## src/rtl/core/pcst_ram.sv

```systemverilog
`timescale 1ns / 1ps
// Generic simple dual-port RAM: one write port, one registered read port.
// No dependencies.
module pcst_ram #(
   parameter int WIDTH = 8,
   parameter int DEPTH = 16
) (
   input  logic                                   clock,
   input  logic                                   wr_en,
   input  logic [(DEPTH > 1 ? $clog2(DEPTH) : 1)-1:0] wr_addr,
   input  logic [WIDTH-1:0]                       wr_data,
   input  logic [(DEPTH > 1 ? $clog2(DEPTH) : 1)-1:0] rd_addr,
   output logic [WIDTH-1:0]                       rd_data
);

   logic [WIDTH-1:0] mem [DEPTH];
   logic [WIDTH-1:0] rd_data_ff;

   // Write, then register the read data
   always_ff @(posedge clock) begin
      if (wr_en) begin
         mem[wr_addr] <= wr_data;
      end
      rd_data_ff <= mem[rd_addr];
   end

   assign rd_data = rd_data_ff;

endmodule

```

## config.mk

```make
export PLATFORM = sky130hd
export DESIGN_NAME = pcst_ram
export DESIGN_NICKNAME = d
export VERILOG_FILES = /design/src/rtl/core/pcst_ram.sv
export SDC_FILE = /design/constraint.sdc
export NUM_CORES = 1
export LEC_CHECK = 0
export ABC_AREA = 1
export BUFFER_PORTS_ARGS = -buffer_cell sky130_fd_sc_hd__buf_2
export CORE_UTILIZATION = 60
export DETAILED_ROUTE_END_ITERATION = 10
export GPL_TIMING_DRIVEN = 1
export PLACE_DENSITY = 0.83
export SYNTH_ARGS = -nofsm -noshare
export SYNTH_HDL_FRONTEND = slang
export SYNTH_SLANG_ARGS = --single-unit
export TNS_END_PERCENT = 30
```

## constraint.sdc

```tcl
create_clock -name clock -period 1.1 [get_ports clock]
set_input_delay 0.055 -clock clock [delete_from_list [all_inputs] [get_ports clock]]
set_output_delay 0.055 -clock clock [all_outputs]
set_load 0.01 [all_outputs]
```

== Yosys cells after proc, flatten, opt, wreduce, memory -nomap -nowiden ==
Memories as Yosys holds them, arrays and structs flattened. A register that Yosys moved wholly into a read port is not among the register bits.
Index checks and enable logic that the tools add are counted.

* Register bits: 0
* Memory bits (writable): 128
* Bits of input ports: 18
* Output and inout bits: 8
* Memories kept: 1

{| class="wikitable"
|+ Memory list
! name !! words !! bits a word !! rd ports !! clocked after Yosys merged registers in !! wr ports !! RTL line !! text
|-
| mem || 16 || 8 || 1 || 1 || 1 || 16 || <nowiki>logic [WIDTH-1:0] mem [DEPTH];</nowiki>
|}

* Multiplexer cells: 2

{| class="wikitable"
|+ Operators by type and width
! kind !! count
|-
| $mux 1 || 2
|}

== Depth between registers and ports, before layout ==
Gate-level depths: netlist of the first run.

* Depth in word-level cells: 2
* Mapped depth: 8
* Depth with buffers taken out: 7

== Least setup slack after synthesis of the first run ==
OpenSTA, ideal clock, no wires.

* Path type: input-to-reg
* Start point: input wr_addr[3] (netlist name)
* End point: memory mem[4][0] (enable)
* Arrival: 0.636 ns
* Setup slack: 0.094 ns
* Stages on the path: 2
* Path through: nand3b_1 > nor2_1

{| class="wikitable"
|+ RTL lines
! item !! RTL line !! text
|-
| start: declaration || 10 || <nowiki>input logic [(DEPTH > 1 ? $clog2(DEPTH) : 1)-1:0] wr_addr,</nowiki>
|-
| end: declaration || 16 ||
|}

Straight into the memory's write port.

==> results of run 1 <==
-- cell usage in the layout (no fill, tap or decap) --
cell,instances
inv_6,2
nand3b_1,2
inv_2,2
edfxtp_1,128
clkinv_2,2
dlygate4sd3_1,10
nand3_1,96
clkbuf_8,1
clkbuf_16,16
buf_12,4
inv_1,100
bufinv_16,4
nor2_1,17
nand3_2,1
clkinv_4,4
dfxtp_1,5
clkbuf_1,1
buf_8,1
clkinvlp_4,2
buf_4,24
buf_2,25
dfxtp_2,3
nand2_1,173
-- repair_timing --
item / in CTS / in global routing
hold buffers: 10 / 0
cloned: 0 / 0
endpoints found under the setup margin: 2 / 8
endpoints found under the hold margin: 136 / 0
resized for setup: 2 / 4
-- how the worst max path moves through the flow --
stage                          end  slack [ns]  cells past startpoint
3_3_place_gp   mem[4][1]$_DFFE_PP_        0.04                      4
5_1_grt         rd_data[2]$_DFF_P_       -0.02                      6
2_1_floorplan  mem[4][0]$_DFFE_PP_        0.09                      2
3_5_place_dp   mem[4][1]$_DFFE_PP_       -0.01                      4
6_report        rd_data[1]$_DFF_P_       -0.02                      8
4_1_cts         rd_data[1]$_DFF_P_        0.02                      7
-- layer usage --
layer  wire length [um]  track usage
met3               1582      0.06198
met2               7076       0.5008
met5                  0            0
met4                506       0.1405
met1               5226       0.4303
-- state kept, by name (all words and copies together) (netlist names) --
name     flops
mem        128
rd_data      8
-- through the flow --
step                std cells  TNS [ns]  utilization  power [mW]  area [um2]
floorplan                 551         0            -       6.354        5767
global placement          710         0       0.6629       6.645        6155
detailed placement        710   -0.1058       0.6629       6.672        6155
CTS                       752         0       0.7403       12.53        6873
global route              752  -0.03041       0.7418       12.86        6887
finish                    752  -0.02700       0.7418       12.53        6887
-- critical path, cell delays in order --
cell	delay, ns
dlygate4sd3_1	0.54
buf_2	0.17
inv_2	0.10
buf_12	0.18
nand3_1	0.13
nand3_1	0.17
nand3_2	0.14
nand2_1	0.09
-- power groups by stage --
stage | Clock (mW) | Combinational (mW) | Sequential, mW
final | 5.88 | 0.810 | 5.84
after global placement | 0 | 0.706 | 5.94
after global routing | 6.14 | 0.877 | 5.85
after detailed placement | 0 | 0.730 | 5.94
after CTS | 5.91 | 0.783 | 5.84
after floorplan | 0 | 0.409 | 5.95
-- final cells by class --
cell class,count,area [um2],share of cell area
inverters,102,382.9,0.05560
flip-flops and latches,136,4008,0.5819
well taps,129,161.4,0.02344
clock buffers,18,417.9,0.06068
multi-input cells,289,1219,0.1770
clock inverters,14,197.7,0.02871
repair buffers,64,500.5,0.07267
-- cell families after synthesis --
| kind of cell | synth area share |
|---|---|
| buffers and inverters | 0.09525 |
| DFF | 0.6943 |
| and+or+nand+nor | 0.2105 |
==> results.toml, run 1 <==
[setup_path]
r2r_slack_ns = -0.01
r2r_end = "rd_data[1]$_DFF_P_"
r2r-start = "mem[11][1]$_DFFE_PP_"
crit_required_ns = 1.57
critPathLaunchType = "primary input"
reg2regPathDepth = 6
criticalPathCategory = "primary input to flip-flop"
arrival_ns = 1.59
crit_fanout = 26
cp-end-kind = "flip-flop"
crit_start = "rd_addr[1]"

[synth]
synth_seq_cells = 136
synthDistinctLibCells = 12
yosys.cell_count.top_type = "nand2_1"
syn_inst = 551
ys.flop_type = "edfxtp_1"
ys_warn_count = 0
ys_seq_area_frac = 0.6943
synth_commonest_cells = "nand2_1 (173), edfxtp_1 (128), inv_1 (100)"
synth_edf_count = 128
synthTopCellsByArea = "edfxtp_1 (67%), nand2_1 (11%), nand3_1 (8.4%)"
synth.top_cell.area_share = 0.6665
synth_area_um2 = 5767
yosysTopAreaCell = "edfxtp_1"
async_flop_share = 0
synth_nets = 569
syn_area_per_cell_um2 = 10.47

[route]
via_per_inst = 5.586
ant_nets = 0
routed_wl_um = 14390
first_pass_iters = 6
wire_per_inst_um = 19.14
via_count = 4201
drtIter0Drc = 591
drcViolationCount = 0

[sta]
max_slew_margin = 0.7139
fin_crit_sh = 1.015
setup_viol = 2
drv_slew = 0
final-hold-violation-count = 0
fin_ws_ns = -0.01703
max_freq_mhz = 895.2
fin_crit_ns = 1.117
whs_ns = 0.09048
finalClockSkew_ns = 0.008149
worst_pin_slew_ns = 0.4292

[grt]
grt_pass1_vias = 4216
grt_max_degree = 33
grt_usage = 0.3159
grt_pass1_wl_um = 22810
antenna_found_initial = 0
grt-ovfl-total = 0

[placed_design]
hpwl_um = 7940
gp_congestion = 0.8589
portBuffers = 25
dp_slack_ns = -0.01300

[clock_network]
h-tree-depth = 4
cts_inserted_buffers = 17
clkTransAtPathRegs_ns = 0.06
clkSinkCount = 136
root_buffer = "clkbuf_8"
cts_buffer_depth = 2
cts_setup_buffers = 0
clk_latency_ns = 0.53
cts_tree = "built"

[power_and_ir_drop]
pwr-share-seq = 0.466
leakagePower_nw = 3.026
switching_power_mw = 2.775
vdd_drop_max_mv = 1.504
clockPowerShare = 0.469
powerDensity_nw_per_um2 = 1820
swShare = 0.2214
p_int_mw = 9.758
pwr-share-comb = 0.065

[floorplan]
die_x_um = 100.0
ios = 26
dieArea_um2 = 10010
die_h_um = 100.0
start_util = 0.6212
coreArea_um2 = 9284
num_rows = 35

[final_layout]
layout-drive-gt1-share = 0.1461
n_antenna_cell = 0
finalNetCount = 628
area_delta_synth_final_pct = 19.42
fill_cells = 570

[min_path]
min-delay-start = "rd_addr[2]"
hold-path-endpoint = "rd_data[7]$_DFF_P_"
worstHoldPathType = "primary input to flip-flop"
whs_path_depth = 6

[run]
maxCapViolCount = 0

[run_status]
failed_checks = "negative setup slack"
status = "finished, violations left"
Note: power is estimated with default switching activity, not from simulation.
==> run 2, diff against run 1 <==
CORE_ASPECT_RATIO = 1.25   (was unset)
SKIP_LAST_GASP = 1   (was unset)
==> results.toml, run 2 (synthesis gave the netlist of run 1 again) <==
[clock_network]
clkTransAtPathRegs_ns = 0.06
cts_buffer_depth = 2
clk_latency_ns = 0.42
root_buffer = "clkbuf_16"
cts_tree = "built"
clkSinkCount = 136
h-tree-depth = 4
cts_inserted_buffers = 17

[power_and_ir_drop]
leakagePower_nw = 2.983
finalPower_mw = 12.83
vdd_drop_max_mv = 1.611
powerDensity_nw_per_um2 = 1886

[grt]
grt_max_degree = 33
grt-ovfl-total = 0
antenna_found_initial = 0
grt_pass1_vias = 3986
grt_usage = 0.2965
grt_pass1_wl_um = 20320

[sta]
whs_ns = 0.02443
fin_crit_sh = 0.9553
setup_tns_ns = 0
setup_viol = 0
final-hold-violation-count = 0
max_slew_margin = 0.7385
fin_crit_ns = 1.051
worst_pin_slew_ns = 0.3923
max_freq_mhz = 951.6
finalClockSkew_ns = 0.008112
rsz0062_at_grt = "no"
drv_slew = 0

[setup_path]
critPathBufInv = 1
arrival_ns = 1.36
cpMostUsedCell = "nand3_1"
critPathLaunchType = "flip-flop"
cp_top_family = "simple AND/OR/NAND/NOR gates"
cp_cell_sequence = "inv_1 -> nand2_1 -> nand3_1 -> nand3_1 -> nand3_1 -> nand2_1"
slowest_stage = "edfxtp_1"
crit_fanout = 1
crit_required_ns = 1.41
cp-end-kind = "flip-flop"
criticalPathCategory = "flip-flop to flip-flop"
cp_slowest_stage_delay_ns = 0.40

[floorplan]
die_h_um = 111.6
dieArea_um2 = 10010
start_util = 0.6253
num_rows = 39
die_x_um = 89.69
coreArea_um2 = 9223
ios = 26

[final_layout]
regMostFlops = "mem"
n_antenna_cell = 0
final_cell_mix = "nand2_1 (173), edfxtp_1 (128), inv_1 (100)"
layout-drive-gt1-share = 0.1346
area_delta_synth_final_pct = 18.01
fill_cells = 586
final_common_cell = "nand2_1"
finalNetCount = 614
largest_register_ffs = 128

[placed_design]
hpwl_um = 7770
portBuffers = 25
gp_congestion = 0.8699

[route]
drcViolationCount = 0
first_pass_iters = 5
via_count = 3987
drtIter0Drc = 335
via_per_inst = 5.447
routed_wl_um = 13150
wire_per_inst_um = 17.97
ant_nets = 0

[run]
maxCapViolCount = 0

[min_path]
worstHoldPathType = "primary input to flip-flop"

[run_status]
status = "finished clean"
==> run 2: cell type report <==
class,instances,area (um2),area share
Inverter,102,382.9,0.05626
Sequential cell,136,4004,0.5883
Clock buffer,21,460.4,0.06766
Multi-Input combinational cell,289,1219,0.1791
Timing Repair Buffer,50,390.4,0.05736
Tap cell,123,153.9,0.02261
Clock inverter,11,195.2,0.02868
==> run 2: path summary, 6_finish.rpt <==
kind              slack [ns]                 start                  to  cells after the start
setup reg to reg        0.05  mem[14][2]$_DFFE_PP_  rd_data[2]$_DFF_P_                      6
hold reg to reg         0.67  mem[10][7]$_DFFE_PP_  rd_data[7]$_DFF_P_                      6
hold / removal          0.02            rd_addr[2]  rd_data[6]$_DFF_P_                      4
setup / recovery        0.05  mem[14][2]$_DFFE_PP_  rd_data[2]$_DFF_P_                      6
==> run 2: metrics by stage <==
stage | cell area (um2) | instances | worst slack (ns) | utilization
floorplan | 5767 | 551 | 0.09416 | -
global route | 6805 | 732 | 0.002843 | 0.7379
finish | 6805 | 732 | 0.04913 | 0.7379
detailed placement | 6135 | 699 | -0.03233 | 0.6652
CTS | 6800 | 732 | 0.05553 | 0.7373
global placement | 6135 | 699 | 0.01288 | 0.6652
==> run 2: layer usage <==
metal | vias up | GRT usage | wire [um]
li1 | 1866 | - | -
met1 | 1837 | 0.3340 | 4668
met2 | 227 | 0.4712 | 6726
met3 | 57 | 0.09266 | 1002
met4 | 0 | 0.2042 | 753
met5 | - | 0 | 0
==> run 2: report_power, final <==
part	switching, mW	total (mW)	internal [mW]
registers	0.0398	5.83	5.79
clock network	2.09	6.24	4.15
logic	0.521	0.763	0.241
total	2.65	12.8	10.2
==> run 2: timing repair <==
item | in CTS | in global routing
hold buffers | 1 | 0
endpoints found under the hold margin | 2 | 0
resized for setup | 0 | 1
buffers inserted | 0 | 0
endpoints found under the setup margin | 0 | 1
==> run 2: worst min-delay path: stages <==
cell and delay, ns:
buf_2 0.14, nand3_1 0.09, nand3_1 0.07, nand2_1 0.06
==> run 3, diff against run 2 <==
CELL_PAD_IN_SITES_DETAIL_PLACEMENT = 1   (was unset)
CELL_PAD_IN_SITES_GLOBAL_PLACEMENT = 2   (was unset)
CORE_MARGIN = 2   (was unset)
CORE_UTILIZATION = 40   (was 60)
==> results.toml, run 3 (synthesis gave the netlist of run 1 again) <==
[final_layout]
fin_util = 0.4801
n_antenna_cell = 0
stdcell_area_um2 = 6829
area_delta_synth_final_pct = 18.42
layout-drive-gt1-share = 0.1392
fin_cells = 796
largest_register_ffs = 128
final_cell_mix = "nand2_1 (173), edfxtp_1 (128), inv_1 (100)"
fill_cells = 1571
finalNetCount = 623
final_common_cell = "nand2_1"
regMostFlops = "mem"

[floorplan]
start_util = 0.4054
dieArea_um2 = 15400
die_x_um = 111.4
num_rows = 49
die_h_um = 138.2
coreArea_um2 = 14220
ios = 26

[setup_path]
reg2regPathDepth = 6
criticalPathCategory = "flip-flop to flip-flop"
slowest_stage = "edfxtp_1"
r2r_end = "rd_data[0]$_DFF_P_"
cp_cell_sequence = "inv_1 -> nand2_1 -> nand3_1 -> nand3_1 -> nand3_1 -> nand2_1"
crit_required_ns = 1.41
crit_fanout = 1
cp_slowest_stage_delay_ns = 0.38
cpMostUsedCell = "nand3_1"
cp-end-kind = "flip-flop"
r2r-start = "mem[5][0]$_DFFE_PP_"
arrival_ns = 1.33
critPathLaunchType = "flip-flop"
r2r_slack_ns = 0.08

[route]
via_per_inst = 5.039
first_pass_iters = 5
drcViolationCount = 0
wire_per_inst_um = 19.35
ant_nets = 0
drtIter0Drc = 232
routed_wl_um = 15410
via_count = 4011

[power_and_ir_drop]
powerDensity_nw_per_um2 = 1752
swShare = 0.2202
clockPowerShare = 0.444
vdd_drop_max_mv = 0.6536
pwr-share-seq = 0.488
leakagePower_nw = 2.980
finalPower_mw = 11.97
p_int_mw = 9.331
pwr-share-comb = 0.068
switching_power_mw = 2.635

[sta]
rsz0062_at_grt = "yes"
final-hold-violation-count = 0
fin_ws_ns = 0.08020
setup_viol = 0
max_freq_mhz = 980.6
max_slew_margin = 0.7400
fin_crit_sh = 0.9271
fin_crit_ns = 1.020
drv_slew = 0
finalClockSkew_ns = 0.007850
whs_ns = 0.06066
worst_pin_slew_ns = 0.3900
setup_tns_ns = 0

[placed_design]
dpl.cell_count = 764
portBuffers = 25
dpl_cell_area_um2 = 6279
hpwl_um = 9904
gp_congestion = 0.7890
dp_slack_ns = -0.02946

[run_status]
status = "finished clean"

[grt]
grt_usage = 0.2090
grt_pass1_vias = 4242
antenna_found_initial = 0
grt-ovfl-total = 0
grt_pass1_wl_um = 23680
grt_max_degree = 33

[clock_network]
root_buffer = "clkbuf_16"
h-tree-depth = 4
cts_tree = "built"
cts_inserted_buffers = 17
clkTransAtPathRegs_ns = 0.06
hold_buffers = 0
clk_latency_ns = 0.42
cts_buffer_depth = 2
clkSinkCount = 136

[min_path]
whs_path_depth = 1
worstHoldPathType = "primary input to flip-flop"
hold-path-endpoint = "mem[5][1]$_DFFE_PP_"
min-delay-start = "wr_data[1]"

[run]
maxCapViolCount = 0
run 3: cell types whose count changed in the layout (fill, tap and decap cells not counted):
| cell | delta |
|---|---|
| bufinv_16 | -3 |
| buf_4 | +10 |
| clkinvlp_4 | -1 |
| clkinv_1 | +5 |
| clkbuf_8 | -2 |
| clkinv_2 | +2 |
| clkinv_4 | -1 |
| clkbuf_1 | +1 |
| dlygate4sd3_1 | -1 |
| inv_6 | -1 |
run 3: final cells by class:
| type | count | area [um2] | share of cell area |
|---|---|---|---|
| Timing Repair Buffer | 59 | 455.4 | 0.06669 |
| Inverter | 102 | 382.9 | 0.05606 |
| Clock buffer | 20 | 436.7 | 0.06394 |
| Multi-Input combinational cell | 289 | 1219 | 0.1785 |
| Tap cell | 178 | 222.7 | 0.03261 |
| Clock inverter | 12 | 108.9 | 0.01594 |
| Sequential cell | 136 | 4004 | 0.5863 |
run 3: how the worst max path moves through the flow:
stage | from | to | slack, ns | cells past startpoint
after global placement | rd_addr[0] | rd_data[0]$_DFF_P_ | -0.02 | 8
after detailed placement | rd_addr[0] | rd_data[0]$_DFF_P_ | -0.03 | 8
after CTS | mem[9][6]$_DFFE_PP_ | rd_data[6]$_DFF_P_ | 0.05 | 6
after floorplan | wr_addr[3] | mem[4][0]$_DFFE_PP_ | 0.09 | 2
final | mem[5][0]$_DFFE_PP_ | rd_data[0]$_DFF_P_ | 0.08 | 6
after global routing | mem[7][0]$_DFFE_PP_ | rd_data[0]$_DFF_P_ | -0.01 | 6
run 3: repair_timing:
action / CTS / global route
setup endpoints to repair: 0 / 2
setup buffers: 0 / 0
resized for setup: 0 / 1
run 3: metal layers:
layer / vias to the layer above / global-route usage / part of all wire
li1: 1879 / - / -
met1: 2018 / 0.2551 / 0.41
met2: 96 / 0.3659 / 0.53
met3: 18 / 0.03157 / 0.044
met4: 0 / 0.09422 / 0.017
met5: - / 0 / 0
run 3: worst max-delay path, delay by kind of cell, from the launching register on:
kind,cells,cell delay [ns]
DFF,1,0.38
and+or+nand+nor,5,0.48
buffers and inverters,1,0.06
run 3: power groups by stage:
| stage | combinational (mW) | sequential, mW | clock (mW) |
|---|---|---|---|
| 2_1_floorplan | 0.409 | 5.95 | 0 |
| 3_3_place_gp | 0.787 | 5.94 | 0 |
| 3_5_place_dp | 0.813 | 5.94 | 0 |
| 4_1_cts | 0.824 | 5.84 | 5.39 |
| 5_1_grt | 0.900 | 5.84 | 5.61 |
| 6_report | 0.811 | 5.84 | 5.32 |
